`src/hdl/pqd_pkg.sv`:
```
package pqd_pkg;

  // Build-time defaults
  localparam int MAX_SIDE_DEF  = 64;
  localparam int GRID_SIDE_RST = 64;

  // Field widths
  localparam int SIDE_REG_W  = 7;
  localparam int PROB_W      = 17;
  localparam int CHANCE_W    = 16;
  localparam int COORD_IN_W  = 6;
  localparam int COUNT_OUT_W = 13;
  localparam int CMD_W       = 2;

  // Stream and register bus widths
  localparam int IN_TDATA_W  = 56;
  localparam int OUT_TDATA_W = 24;
  localparam int APB_AW      = 4;
  localparam int APB_DW      = 32;

  typedef enum logic [CMD_W-1:0] {
    CMD_UPDATE = 2'd0,
    CMD_WRITE  = 2'd1,
    CMD_READ   = 2'd2,
    CMD_NOP    = 2'd3
  } cmd_t;

  typedef enum logic [1:0] {
    REG_GRID_SIDE = 2'd0,
    REG_BIRTH     = 2'd1,
    REG_FEEDBACK  = 2'd2,
    REG_DEATH     = 2'd3
  } reg_idx_t;

  // Input transaction payload, last field in the low bits
  typedef struct packed {
    logic [5:0]            pad;
    logic                  cell_value;
    logic [CHANCE_W-1:0]   chance_second;
    logic [CHANCE_W-1:0]   chance_first;
    logic [2:0]            pair_pick;
    logic [1:0]            neighbour_pick;
    logic [COORD_IN_W-1:0] site_col;
    logic [COORD_IN_W-1:0] site_row;
  } in_data_t;

  // Result transaction payload, last field in the low bits
  typedef struct packed {
    logic [6:0]             pad;
    logic                   death_done;
    logic                   feedback_done;
    logic                   birth_done;
    logic [COUNT_OUT_W-1:0] occupied_count;
    logic                   read_value;
  } out_data_t;

  typedef struct packed {
    logic [SIDE_REG_W-1:0] grid_side;
    logic [PROB_W-1:0]     birth_prob;
    logic [PROB_W-1:0]     feedback_prob;
    logic [PROB_W-1:0]     death_prob;
  } cfg_t;

  typedef enum logic [1:0] {
    ASEL_SITE  = 2'd0,
    ASEL_NEIGH = 2'd1,
    ASEL_PAIR  = 2'd2,
    ASEL_CLEAR = 2'd3
  } asel_t;

  typedef enum logic [1:0] {
    WBIT_ZERO = 2'd0,
    WBIT_ONE  = 2'd1,
    WBIT_ITEM = 2'd2
  } wbit_t;

  // Controller -> datapath
  typedef struct packed {
    logic  latch;
    logic  mem_rd;
    logic  mem_wr;
    asel_t asel;
    wbit_t wbit;
    logic  cnt_up;
    logic  cnt_dn;
    logic  rv_load;
    logic  rv_item;
    logic  set_born;
    logic  set_fed;
    logic  set_died;
    logic  clr_step;
    logic  load_out;
  } dp_cmd_t;

  // Datapath -> controller
  typedef struct packed {
    cmd_t cmd;
    logic oob;
    logic q;
    logic wval;
    logic birth_hit;
    logic feed_hit;
    logic death_hit;
    logic clr_last;
    logic out_free;
  } dp_stat_t;

endpackage

```
`src/hdl/pqd_regs.sv`:
```
module pqd_regs (
  input  logic                       clk,
  input  logic                       rst,
  input  logic                       psel,
  input  logic                       penable,
  input  logic                       pwrite,
  input  logic [pqd_pkg::APB_AW-1:0] paddr,
  input  logic [pqd_pkg::APB_DW-1:0] pwdata,
  output logic [pqd_pkg::APB_DW-1:0] prdata,
  output logic                       pready,
  output pqd_pkg::cfg_t              cfg
);
  import pqd_pkg::*;

  reg_idx_t idx;
  logic     wr_en;

  assign idx    = reg_idx_t'(paddr[APB_AW-1:2]);
  assign wr_en  = psel & penable & pwrite;
  assign pready = 1'b1;

  always_ff @(posedge clk) begin
    if (rst) begin
      cfg.grid_side     <= SIDE_REG_W'(GRID_SIDE_RST);
      cfg.birth_prob    <= '0;
      cfg.feedback_prob <= '0;
      cfg.death_prob    <= '0;
    end else if (wr_en) begin
      case (idx)
        REG_GRID_SIDE: cfg.grid_side     <= pwdata[SIDE_REG_W-1:0];
        REG_BIRTH:     cfg.birth_prob    <= pwdata[PROB_W-1:0];
        REG_FEEDBACK:  cfg.feedback_prob <= pwdata[PROB_W-1:0];
        REG_DEATH:     cfg.death_prob    <= pwdata[PROB_W-1:0];
        default: ;
      endcase
    end
  end

  always_comb begin
    case (idx)
      REG_GRID_SIDE: prdata = APB_DW'(cfg.grid_side);
      REG_BIRTH:     prdata = APB_DW'(cfg.birth_prob);
      REG_FEEDBACK:  prdata = APB_DW'(cfg.feedback_prob);
      REG_DEATH:     prdata = APB_DW'(cfg.death_prob);
      default:       prdata = '0;
    endcase
  end

endmodule

```
`config.mk`:
```
export PLATFORM = sky130hd
export DESIGN_NAME = pqd_regs
export DESIGN_NICKNAME = d
export VERILOG_FILES = /design/src/hdl/pqd_pkg.sv /design/src/hdl/pqd_regs.sv
export SDC_FILE = /design/constraint.sdc
export NUM_CORES = 1
export LEC_CHECK = 0
export ABC_AREA = 1
export BUFFER_PORTS_ARGS = -buffer_cell sky130_fd_sc_hd__buf_2
export CORE_UTILIZATION = 51
export DETAILED_ROUTE_END_ITERATION = 10
export GPL_TIMING_DRIVEN = 0
export PLACE_DENSITY = 0.94
export SYNTH_ARGS = -nofsm -noshare
export SYNTH_HDL_FRONTEND = slang
export SYNTH_SLANG_ARGS = --single-unit
export TNS_END_PERCENT = 100
```
`constraint.sdc`:
```
create_clock -name clk -period 1.8 [get_ports clk]
set_clock_uncertainty 0.15 [all_clocks]
set_input_delay 0.09 -clock clk [delete_from_list [all_inputs] [get_ports clk]]
set_output_delay 0.09 -clock clk [all_outputs]
set_load 0.005 [all_outputs]
```
# Word-level counts from Yosys, hierarchy flattened
# Cells that the tools add are included.
# word_totals
ff_bits,58
in_bits,41
out_inout_bits,91
word_cells,15
# op_classes
eq_ne,3
n_mux,1
bitwise,2
reduce_logical,5
# op_table
cell,n
case mux 32 bit (4 select lines),1
AND reduction 2 bit,4
equality test 2 bit (second input constant),2
bitwise AND 1 bit,2
equality test 2 x 1 -> 1 bit (second input constant),1
logical NOT 2 bit,1

# Logic depth before layout (Yosys ltp)
# depth
word_depth,3
mapped_depth,7
ltp_nobuf,5

# Worst setup path after synthesis
# Ideal clock, no wire load.
# synth_path
path_kind,input-to-reg
start,in psel
end,reg cfg[36] (netlist bit)
setup_time_ns,0.113
arrival_time_ns,0.754
required_ns,1.537
setup_slack_ns,0.784
stages,7
n_path_buf,2
path_cell_list,nand2_1 nor2_1 buf_4 buf_2 nand3_1 nand2_1 nor2_1
# synth_between
elab_chain_cells,3
# synth_rtl
item,line_no,text
"start, declared",pqd_regs.sv:4,"input logic psel,"
bitwise AND 1 bit (2 in a row),pqd_regs.sv:19,assign wr_en = psel & penable & pwrite;
AND reduction 2 bit (no source line),--,
"end, declared",pqd_regs.sv:11,output pqd_pkg::cfg_t cfg
# Every way passes these cells.
# A chain may end at the register's enable or synchronous reset.

# Final worst setup path
# layout_path
start,in paddr[3] (netlist bit)
end,out prdata[6] (netlist bit)
# layout_between
elab_chain_cells,2
elab_cells_between_ends,5
classes_between,eq/ne: 3; mux: 1; reduce/logical: 1
# layout_rtl
item,line_no,text
"start, declared",pqd_regs.sv:7,"input logic [pqd_pkg::APB_AW-1:0] paddr,"
equality test 2 bit (tied with other cells),pqd_regs.sv:40,case (idx)
case mux 32 bit (4 select lines) *,pqd_regs.sv:40,
"end, declared",pqd_regs.sv:9,"output logic [pqd_pkg::APB_DW-1:0] prdata,"
# Mark *: on every way between the ends. The rest lies on a longest branch, timed or not. The select of a mux whose other input is x is not followed.

==> results.toml <==
[synth]
yosys.area.top_type_share_pct = 40.0
synth_cell_type_count = 17
synth_area_leaders = "dfxtp_1, nand2_1, nor2_1"
ys_ff_latch = 58
synth_area_per_cell_um2 = 6.56
synth_area_um2 = 2900
synth_top_cell_by_area = "dfxtp_1"
yosys_warnings = 0
synth-seq-area-share_pct = 40.0
postSynthCellCount = 443

[clock_network]
cts_hold_buf = 17
postCtsSetupBuffers = 0
path_clk_slew_ns = 0.07
ctsResizeCount = 0
cts_tree = "built"
htreeDepth = 3
cts.sinks = 58
cts_root_buf = "clkbuf_8"
clk_path_buf_depth = 2
cts_buffers = 9
clock_latency_ns = 0.35

[sta]
fin_crit_ns = 1.34
setup-tns-final_ns = 0
finalMaxSlewViolations = 0
slew_headroom_pct = 62.8
hold_viol = 0
period_share_pct = 74.6
rsz0062_at_grt = "no"
fmax_mhz = 744
setup_violations = 0
worst_pin_slew_ns = 0.555

[die]
ioPinCount = 132
core_um2 = 5510
die-area_um2 = 6000
die_x_um = 77.5
die_height_um = 77.5
start_util_pct = 52.7
num_rows = 27

[finish]
layout_common_cells = "nand2_1, nor2_1, buf_2"
n_fill_cell = 455
reg_top3 = "cfg (58)"
nNetsFinal = 624
antenna_cells = 0
post-route-util_pct = 70.8
top_register = "cfg"
final_common_cell = "nand2_1"
area_growth_pct = 34.2
drive_above_1_share_pct = 27.4
largest_reg_flops = 58

[flow_run]
cap_violations = 0

[worst_setup_path]
endpoint_kind = "output pin"
critical_path_class = "in -> out"
cp_max_fo = 10
start_kind = "primary input"
arrival_ns = 1.10
crit_required_ns = 1.56

[power]
switching_share_pct = 27.3
cellLeakagePower_nw = 2.02
seqPwrFrac_pct = 46.6
p_switching_mw = 0.782
power_frac_comb_pct = 13.6
ir_worst_vdd_v = 0.000541
total_power_mw = 2.86
p_int_mw = 2.08
p_per_area_nw_per_um2 = 735
p_clk_share_pct = 39.8

[grt]
grt_max_degree = 11
antenna_found_initial = 0
grt_pass1_vias = 3010
overflow = 0
grtUsageTotal_pct = 30.6
grt_first_pass_wirelength_um = 14100

[route]
viasPerCell = 5.11
drtIter0Drc = 312
postRouteAntennaNets = 0
drcViolationCount = 0
via_count = 3372
avgRoutedWirePerCell_um = 13.4
wl_um = 8850
first_pass_iters = 5

[min_path]
min_path_type = "in -> reg"

[run_status]
status = "finished clean"

[placement]
routabilityCongestion = 0.883
dpl.hpwl_um = 5990
io_buffers = 98
## logic make-up (layout without fill, tap and decap cells)
logic type             count (synthesis)  count (layout)  synth area share (%)
flip-flops                            58              58                  40.0
other                                  2              16                 0.259
AND/OR/NAND/NOR                      319             319                  46.8
buffers and inverters                 63             194                  12.8
AO/OA/AOI/OAI                          1               1                 0.172
## area by class of cell
type                       instances  area, µm²  area share (%)
buffer                            41        289            7.42
clock inverter                     4       25.0           0.642
tap                               72       90.1            2.31
inverter                          22       82.6            2.12
sequential                        58       1160            29.8
clock buffer                      12        165            4.24
multi-input combinational        336       1420            36.5
timing repair buffer             115        661            17.0
## worst paths after layout
| check | startpoint | cells after the start | slack [ns] | to |
|---|---|---|---|---|
| worst max-delay path | paddr[3] | 6 | 0.46 | prdata[6] |
| worst min-delay path | penable | 4 | 0.05 | cfg[57]$_SDFFE_PP1P_ |
| worst max register to register | cfg[52]$_SDFFE_PP0P_ | 2 | 0.98 | cfg[52]$_SDFFE_PP0P_ |
| worst min register to register | cfg[6]$_SDFFE_PP0P_ | 2 | 0.35 | cfg[6]$_SDFFE_PP0P_ |
## synthesized netlist by cell type, drive strengths merged
library cell  number
conb               2
dfxtp             58
nand3             69
nand4              7
o21ai              1
nand2            121
buf               40
inv               22
clkbuf             1
nor2             122
## critical path: stages
cell and delay, ns:
buf_2 0.15, nor2_1 0.23, buf_2 0.29, nand2_1 0.10
nand4_1 0.11, buf_2 0.12
## power by group through the flow
stage / registers (mW) / logic [mW] / clock network, mW
floorplan: 1.36 / 0.222 / 0
detailed placement: 1.36 / 0.354 / 0
global route: 1.34 / 0.427 / 1.18
global placement: 1.36 / 0.346 / 0
finish: 1.33 / 0.391 / 1.14
CTS: 1.33 / 0.383 / 1.14
## metrics by stage
step                instances  area [µm²]  worst slack [ns]  hold WS (ns)
CTS                       660        3900             0.485        0.0542
global placement          627        3540             0.464         0.191
global route              660        3900             0.377        0.0928
detailed placement        627        3540             0.426         0.213
floorplan                 457        2960             0.784        0.0662
finish                    660        3900             0.457        0.0531
## per-layer routing
layer	vias up	global-route usage (%)	share of wire, %
met3	26	6.24	11
met4	0	17.4	2.8
li1	1629	-	-
met2	216	50.2	47
met1	1501	37.1	40
met5	-	0	0
No activity file was read; power rests on OpenSTA's default activity.
