**src/hdl/pqd_pkg.sv**
```systemverilog
package pqd_pkg;

  // Build-time defaults
  localparam int MAX_SIDE_DEF  = 64;
  localparam int GRID_SIDE_RST = 64;

  // Field widths
  localparam int SIDE_REG_W  = 7;
  localparam int PROB_W      = 17;
  localparam int CHANCE_W    = 16;
  localparam int COORD_IN_W  = 6;
  localparam int COUNT_OUT_W = 13;
  localparam int CMD_W       = 2;

  // Stream and register bus widths
  localparam int IN_TDATA_W  = 56;
  localparam int OUT_TDATA_W = 24;
  localparam int APB_AW      = 4;
  localparam int APB_DW      = 32;

  typedef enum logic [CMD_W-1:0] {
    CMD_UPDATE = 2'd0,
    CMD_WRITE  = 2'd1,
    CMD_READ   = 2'd2,
    CMD_NOP    = 2'd3
  } cmd_t;

  typedef enum logic [1:0] {
    REG_GRID_SIDE = 2'd0,
    REG_BIRTH     = 2'd1,
    REG_FEEDBACK  = 2'd2,
    REG_DEATH     = 2'd3
  } reg_idx_t;

  // Input transaction payload, last field in the low bits
  typedef struct packed {
    logic [5:0]            pad;
    logic                  cell_value;
    logic [CHANCE_W-1:0]   chance_second;
    logic [CHANCE_W-1:0]   chance_first;
    logic [2:0]            pair_pick;
    logic [1:0]            neighbour_pick;
    logic [COORD_IN_W-1:0] site_col;
    logic [COORD_IN_W-1:0] site_row;
  } in_data_t;

  // Result transaction payload, last field in the low bits
  typedef struct packed {
    logic [6:0]             pad;
    logic                   death_done;
    logic                   feedback_done;
    logic                   birth_done;
    logic [COUNT_OUT_W-1:0] occupied_count;
    logic                   read_value;
  } out_data_t;

  typedef struct packed {
    logic [SIDE_REG_W-1:0] grid_side;
    logic [PROB_W-1:0]     birth_prob;
    logic [PROB_W-1:0]     feedback_prob;
    logic [PROB_W-1:0]     death_prob;
  } cfg_t;

  typedef enum logic [1:0] {
    ASEL_SITE  = 2'd0,
    ASEL_NEIGH = 2'd1,
    ASEL_PAIR  = 2'd2,
    ASEL_CLEAR = 2'd3
  } asel_t;

  typedef enum logic [1:0] {
    WBIT_ZERO = 2'd0,
    WBIT_ONE  = 2'd1,
    WBIT_ITEM = 2'd2
  } wbit_t;

  // Controller -> datapath
  typedef struct packed {
    logic  latch;
    logic  mem_rd;
    logic  mem_wr;
    asel_t asel;
    wbit_t wbit;
    logic  cnt_up;
    logic  cnt_dn;
    logic  rv_load;
    logic  rv_item;
    logic  set_born;
    logic  set_fed;
    logic  set_died;
    logic  clr_step;
    logic  load_out;
  } dp_cmd_t;

  // Datapath -> controller
  typedef struct packed {
    cmd_t cmd;
    logic oob;
    logic q;
    logic wval;
    logic birth_hit;
    logic feed_hit;
    logic death_hit;
    logic clr_last;
    logic out_free;
  } dp_stat_t;

endpackage

```
**src/hdl/pqd_ctrl.sv**
```systemverilog
module pqd_ctrl (
  input  logic               clk,
  input  logic               rst,
  input  logic               in_valid,
  output logic               in_ready,
  input  pqd_pkg::dp_stat_t  stat,
  output pqd_pkg::dp_cmd_t   cmd
);
  import pqd_pkg::*;

  typedef enum logic [2:0] {
    ST_CLEAR,
    ST_IDLE,
    ST_SITE,
    ST_FOCAL,
    ST_NEIGH,
    ST_PAIR,
    ST_DEATH,
    ST_RESULT
  } state_t;

  state_t state, state_next;

  always_ff @(posedge clk) begin
    if (rst) begin
      state <= ST_CLEAR;
    end else begin
      state <= state_next;
    end
  end

  assign in_ready = (state == ST_IDLE);

  always_comb begin
    cmd        = '0;
    state_next = state;
    case (state)
      ST_CLEAR: begin
        cmd.mem_wr   = 1'b1;
        cmd.asel     = ASEL_CLEAR;
        cmd.wbit     = WBIT_ZERO;
        cmd.clr_step = 1'b1;
        if (stat.clr_last) state_next = ST_IDLE;
      end
      ST_IDLE: begin
        if (in_valid) begin
          cmd.latch  = 1'b1;
          state_next = ST_SITE;
        end
      end
      ST_SITE: begin
        if (stat.oob || stat.cmd == CMD_NOP) begin
          state_next = ST_RESULT;
        end else begin
          cmd.mem_rd = 1'b1;
          cmd.asel   = ASEL_SITE;
          state_next = ST_FOCAL;
        end
      end
      ST_FOCAL: begin
        case (stat.cmd)
          CMD_WRITE: begin
            cmd.mem_wr  = 1'b1;
            cmd.asel    = ASEL_SITE;
            cmd.wbit    = WBIT_ITEM;
            cmd.cnt_up  = stat.wval & ~stat.q;
            cmd.cnt_dn  = ~stat.wval & stat.q;
            cmd.rv_load = 1'b1;
            cmd.rv_item = 1'b1;
            state_next  = ST_RESULT;
          end
          CMD_UPDATE: begin
            cmd.rv_load = 1'b1;
            if (stat.q) begin
              cmd.mem_rd = 1'b1;
              cmd.asel   = ASEL_NEIGH;
              state_next = ST_NEIGH;
            end else begin
              state_next = ST_RESULT;
            end
          end
          default: begin
            cmd.rv_load = 1'b1;
            state_next  = ST_RESULT;
          end
        endcase
      end
      ST_NEIGH: begin
        if (!stat.q) begin
          if (stat.birth_hit) begin
            cmd.mem_wr   = 1'b1;
            cmd.asel     = ASEL_NEIGH;
            cmd.wbit     = WBIT_ONE;
            cmd.cnt_up   = 1'b1;
            cmd.set_born = 1'b1;
          end
          state_next = stat.death_hit ? ST_DEATH : ST_RESULT;
        end else begin
          cmd.mem_rd = 1'b1;
          cmd.asel   = ASEL_PAIR;
          state_next = ST_PAIR;
        end
      end
      ST_PAIR: begin
        if (stat.feed_hit) begin
          cmd.mem_wr  = 1'b1;
          cmd.asel    = ASEL_PAIR;
          cmd.wbit    = WBIT_ONE;
          cmd.cnt_up  = ~stat.q;
          cmd.set_fed = 1'b1;
          state_next  = ST_RESULT;
        end else begin
          state_next = stat.death_hit ? ST_DEATH : ST_RESULT;
        end
      end
      ST_DEATH: begin
        cmd.mem_wr   = 1'b1;
        cmd.asel     = ASEL_SITE;
        cmd.wbit     = WBIT_ZERO;
        cmd.cnt_dn   = 1'b1;
        cmd.set_died = 1'b1;
        state_next   = ST_RESULT;
      end
      ST_RESULT: begin
        if (stat.out_free) begin
          cmd.load_out = 1'b1;
          state_next   = ST_IDLE;
        end
      end
      default: state_next = ST_CLEAR;
    endcase
  end

endmodule

```
**config.mk**
```make
export PLATFORM = sky130hd
export DESIGN_NAME = pqd_ctrl
export DESIGN_NICKNAME = d
export VERILOG_FILES = /design/src/hdl/pqd_pkg.sv /design/src/hdl/pqd_ctrl.sv
export SDC_FILE = /design/constraint.sdc
export NUM_CORES = 1
export LEC_CHECK = 0
export BUFFER_PORTS_ARGS = -buffer_cell sky130_fd_sc_hd__buf_2
export CORE_AREA = 8 8 45 47
export CTS_CLUSTER_SIZE = 30
export DETAILED_ROUTE_END_ITERATION = 7
export DIE_AREA = 0 0 53 55
export PLACE_DENSITY = 0.66
export SYNTH_ARGS = -nofsm -noshare
export SYNTH_HDL_FRONTEND = slang
export SYNTH_SLANG_ARGS = --single-unit
```
**constraint.sdc**
```tcl
create_clock -name clk -period 1.75 [get_ports clk]
set_clock_uncertainty 0.1 [all_clocks]
set_input_delay 0.0875 -clock clk [delete_from_list [all_inputs] [get_ports clk]]
set_output_delay 0.0875 -clock clk [all_outputs]
set_load 0.02 [all_outputs]
```
Yosys cells after proc, flatten, opt, wreduce, memory -nomap -nowiden
Cells that the tools add are included.

Output and inout port bits: 17. Register bits after elaboration: 3.

Bitwise operators: 4. Reductions and logical operators: 5. Equal/unequal tests: 12. Mux-type cells: 40.

Operators by type and width (count): one-hot mux 3 bit (8 select lines) (1); 2-to-1 mux 1 bit (19); 2-to-1 mux 3 bit (6); == test 3 bit (second input constant) (4); 2-to-1 mux 6 bit (2); 2-to-1 mux 2 bit (5); one-hot mux 2 bit (4 select lines) (1); == test 3 x 2 -> 1 bit (second input constant) (2); inequality test 2 bit (second input constant) (3); one-hot mux 1 bit (3 select lines) (2); one-hot mux 2 bit (3 select lines) (1); 2-to-1 mux 4 bit (1); one-hot mux 1 bit (4 select lines) (1); == test 3 x 1 -> 1 bit (second input constant) (1); zero test 3 bit (1); AND reduction 3 bit (1); AND 1 bit (2); == test 2 x 1 -> 1 bit (second input constant) (1); == test 2 bit (second input constant) (1); zero test 2 bit (1); NOT 1 bit (2); one-hot mux 1 bit (2 select lines) (1); OR reduction 2 bit (1); logical OR 1 bit (1).

Logic depth before layout (Yosys ltp)
Depth after elaboration: 4. Depth in mapped cells: 5.

Least setup slack after synthesis
OpenSTA, ideal clock, no wires.

Path kind: reg2out. Start: register state[0]. End: output cmd[7] (netlist bit). Setup slack: -0.004 ns. Stages on the path, launching flop included: 6. Path buffers: 1. Arrival time: 1.567 ns. Cell sequence: dfxtp_1 buf_6 nand2_4 nor4b_4 inv_2 o31ai_1.

RTL lines: start: declaration (line pqd_ctrl.sv:22) `state_t state, state_next;`; start signal: assignment (line pqd_ctrl.sv:28) `state <= state_next;`; end: declaration (line pqd_ctrl.sv:7) `output pqd_pkg::dp_cmd_t cmd`.

==> key figures <==
Worst setup path
  – Arrival time at the worst endpoint: between 1 and 1.5 ns
  – Worst reg2reg path depth: 4
  – CP peak stage delay: between 0.3 and 0.4 ns
  – CP max stage cell: sky130_fd_sc_hd__dfxtp_2
  – Cells along the critical path: nor4b_4 -> inv_2 -> o31ai_2 -> buf_2
  – Data required time of the critical path: between 1.5 and 2 ns
  – Crit Path Class: reg -> out
  – Sort of element at the start of the critical path: flop
  – Endpoint type of the worst setup path: output port
  – Worst Path Max Fanout: 11

Final layout
  – Max FFs per register: 3
  – Area growth, synth to finish: 48.0%
  – Register Area: 62.6 um2
  – Share of layout cells above drive strength 1: 0.490
  – Total inserted antenna cells: 0
  – Most common cell after layout, fill and taps aside: sky130_fd_sc_hd__buf_2
  – Filler cell count in the final layout: 169
  – Register with the highest flop count: state
  – Commonest non-fill, non-tap cells in the layout: sky130_fd_sc_hd__buf_2 (29), sky130_fd_sc_hd__nand2_1 (6), sky130_fd_sc_hd__nor2_1 (6)
  – Final net count: 110
  – Registers with the most flip-flops: state: 3 flops
  – Total area of multi-input combinational cells: 332 um2

Detailed routing
  – Routed via count divided by cell count: approximately 5.0
  – DRT Pass-1 Iters: 4
  – Starting DRC count in detailed routing: 9
  – Post-DRT Antenna Nets: 0
  – Wire length after detailed routing: 1510 um
  – Detailed-route via count: approximately 560
  – Number of remaining DRC errors: 0
  – WL per Instance: between 10 and 15 um

Floorplanning
  – Initial Utilization: 0.313
  – X dimension of the die: between 50 and 60 um
  – Core area: 1380 um2
  – Count of pins on the block boundary: 30
  – Rows: 14
  – Die Outline Area: approximately 2900 um2
  – Die outline height: 55 um

Timing
  – Headroom to the max-slew limit: 0.812
  – Actual slew at the worst max-slew pin: approximately 0.28 ns
  – Highest clock frequency the design can meet: between 600 and 700 MHz
  – Count of final setup violators: 0
  – Total negative setup slack: 0 ns
  – Number of failing hold endpoints at the final stage: 0
  – Final number of max-transition violations: 0
  – Min cycle time layout: around 1.6 ns
  – RSZ-0062 raised after global routing: false
  – Part of the cycle the worst path needs: 0.934

Power and ir drop
  – Overall power: 0.546 mW
  – P per Cell Area: 852 nW/um2
  – Peak supply drop: between 0.0003 and 0.0004 V
  – Leakage Power: approximately 0.33 nW

Global routing
  – Number of antenna violations at the first check in global routing: 0
  – Overall global routing resource usage: 0.105
  – Wire length of the first global-routing pass: between 2000 and 2500 um
  – Overflow left after global routing: 0
  – Number of global-route vias before repair: 550
  – Maximum number of pins on one net before global-route repair: 19

CTS
  – Inserted Clock Buffers: 3
  – H-Tree Level Count: 1
  – Clock network latency to the later pin of the worst-skew pair: 0.24 ns
  – Worst-path clk slew: 0.04 ns
  – Clock sinks: 3
  – TritonCTS clock tree: yes
  – Master cell of the clock root buffer: sky130_fd_sc_hd__clkbuf_4
  – Longest Clk Path Bufs: 2

Placement
  – I/O Buffers: 29
  – Detail Placement HPWL: roughly 1200 um
  – GPL Wtd Cong: 0.811

Logic synthesis
  – Syn_area_per_cell: between 6 and 7 um2
  – Count of synthesis-stage warnings from yosys: 0
  – Area of the mapped netlist: around 430 um2
  – Async SR Flop Fraction: 0
  – Flip-flop and latch count after synthesis: 3
  – Synth Flop Type: sky130_fd_sc_hd__dfxtp_1
  – Post-synth EDFFs: 0
  – Number of nets in the synthesized netlist: 76
  – Gate count of the mapped netlist: 63
  – Number of distinct library cells after synthesis: 34
  – Share of synthesized area occupied by flip-flops and latches: 0.139

Min path
  – Worst min path class: in -> reg
  – Number of cells traversed by the worst hold path: 3

Run
  – Number of max-cap violations: 0

Run status
  – Outcome: finished clean
[layer usage]
| layer | share of wire | up-vias | GRT usage |
|---|---|---|---|
| met5 | 0 | - | 0 |
| li1 | - | 288 | - |
| met3 | 0.14 | 3 | 0.0401 |
| met4 | 0.019 | 0 | 0.0905 |
| met1 | 0.39 | 238 | 0.0985 |
| met2 | 0.45 | 28 | 0.180 |
[worst max-delay path, delay by kind of cell, from the launching register on]
kind | cells | cell delay (ns)
AOI/OAI and AO/OA | 1 | 0.18
buffers and inverters | 2 | 0.27
DFF | 1 | 0.38
and+or+nand+nor | 1 | 0.36
[worst paths after layout]
kind | start | to | slack (ns)
setup / recovery | state[2] | cmd[7] | 0.12
hold / removal | stat[1] | state[0] | 0.08
setup reg to reg | state[0] | state[0] | 0.40
hold reg to reg | state[1] | state[1] | 0.57
[what timing repair did]
item                       4_1_cts  5_1_grt
hold buffers                     1        0
gates resized for setup          1        2
pin swaps                        0        1
setup endpoints to repair        1        6
hold endpoints to repair         3        0
setup buffers                    0        0
[cell usage after synthesis (2+ instances only)]
| master | instances | area, um2 |
|---|---|---|
| sky130_fd_sc_hd__nor3_1 | 2 | 10.0 |
| sky130_fd_sc_hd__o21ai_0 | 3 | 15.0 |
| sky130_fd_sc_hd__nor2_1 | 6 | 22.5 |
| sky130_fd_sc_hd__buf_2 | 2 | 10.0 |
| sky130_fd_sc_hd__inv_1 | 4 | 15.0 |
| sky130_fd_sc_hd__nand2b_1 | 3 | 18.8 |
| sky130_fd_sc_hd__dfxtp_1 | 3 | 60.1 |
| sky130_fd_sc_hd__a311oi_1 | 2 | 17.5 |
| sky130_fd_sc_hd__nand3_1 | 2 | 10.0 |
| sky130_fd_sc_hd__a21oi_1 | 5 | 25.0 |
| sky130_fd_sc_hd__o21ai_1 | 2 | 10.0 |
| sky130_fd_sc_hd__nand2_1 | 6 | 22.5 |
| sky130_fd_sc_hd__inv_2 | 2 | 7.51 |
[power breakdown]
group          internal, mW  switching, mW
registers            0.0826         0.0228
clock network        0.0860         0.0440
logic                 0.120          0.191
total                 0.288          0.257
[kinds of logic after synthesis]
| family | after synthesis | synth area share |
|---|---|---|
| DFF | 3 | 0.139 |
| buffers and inverters | 10 | 0.118 |
| and+or+nand+nor | 31 | 0.448 |
| AOI/OAI and AO/OA | 19 | 0.295 |
[layout make-up]
class                      instances  share of cell area
sequential                         3              0.0977
clock buffer                       4              0.0410
timing repair buffer              33               0.277
inverter                           6              0.0352
multi-input combinational         50               0.518
tap                               16              0.0313
[per-stage QoR]
step	hold slack, ns	cells	setup WS [ns]	util	cell area [um2]
floorplan	0.0596	63	0.120	-	438
global placement	0.186	107	0.269	0.431	597
detailed placement	0.191	107	0.240	0.431	597
CTS	0.0788	112	0.00867	0.458	634
global route	0.0844	112	0.0250	0.463	641
finish	0.0846	112	0.116	0.463	641
Power figures use the tool's default switching activity.
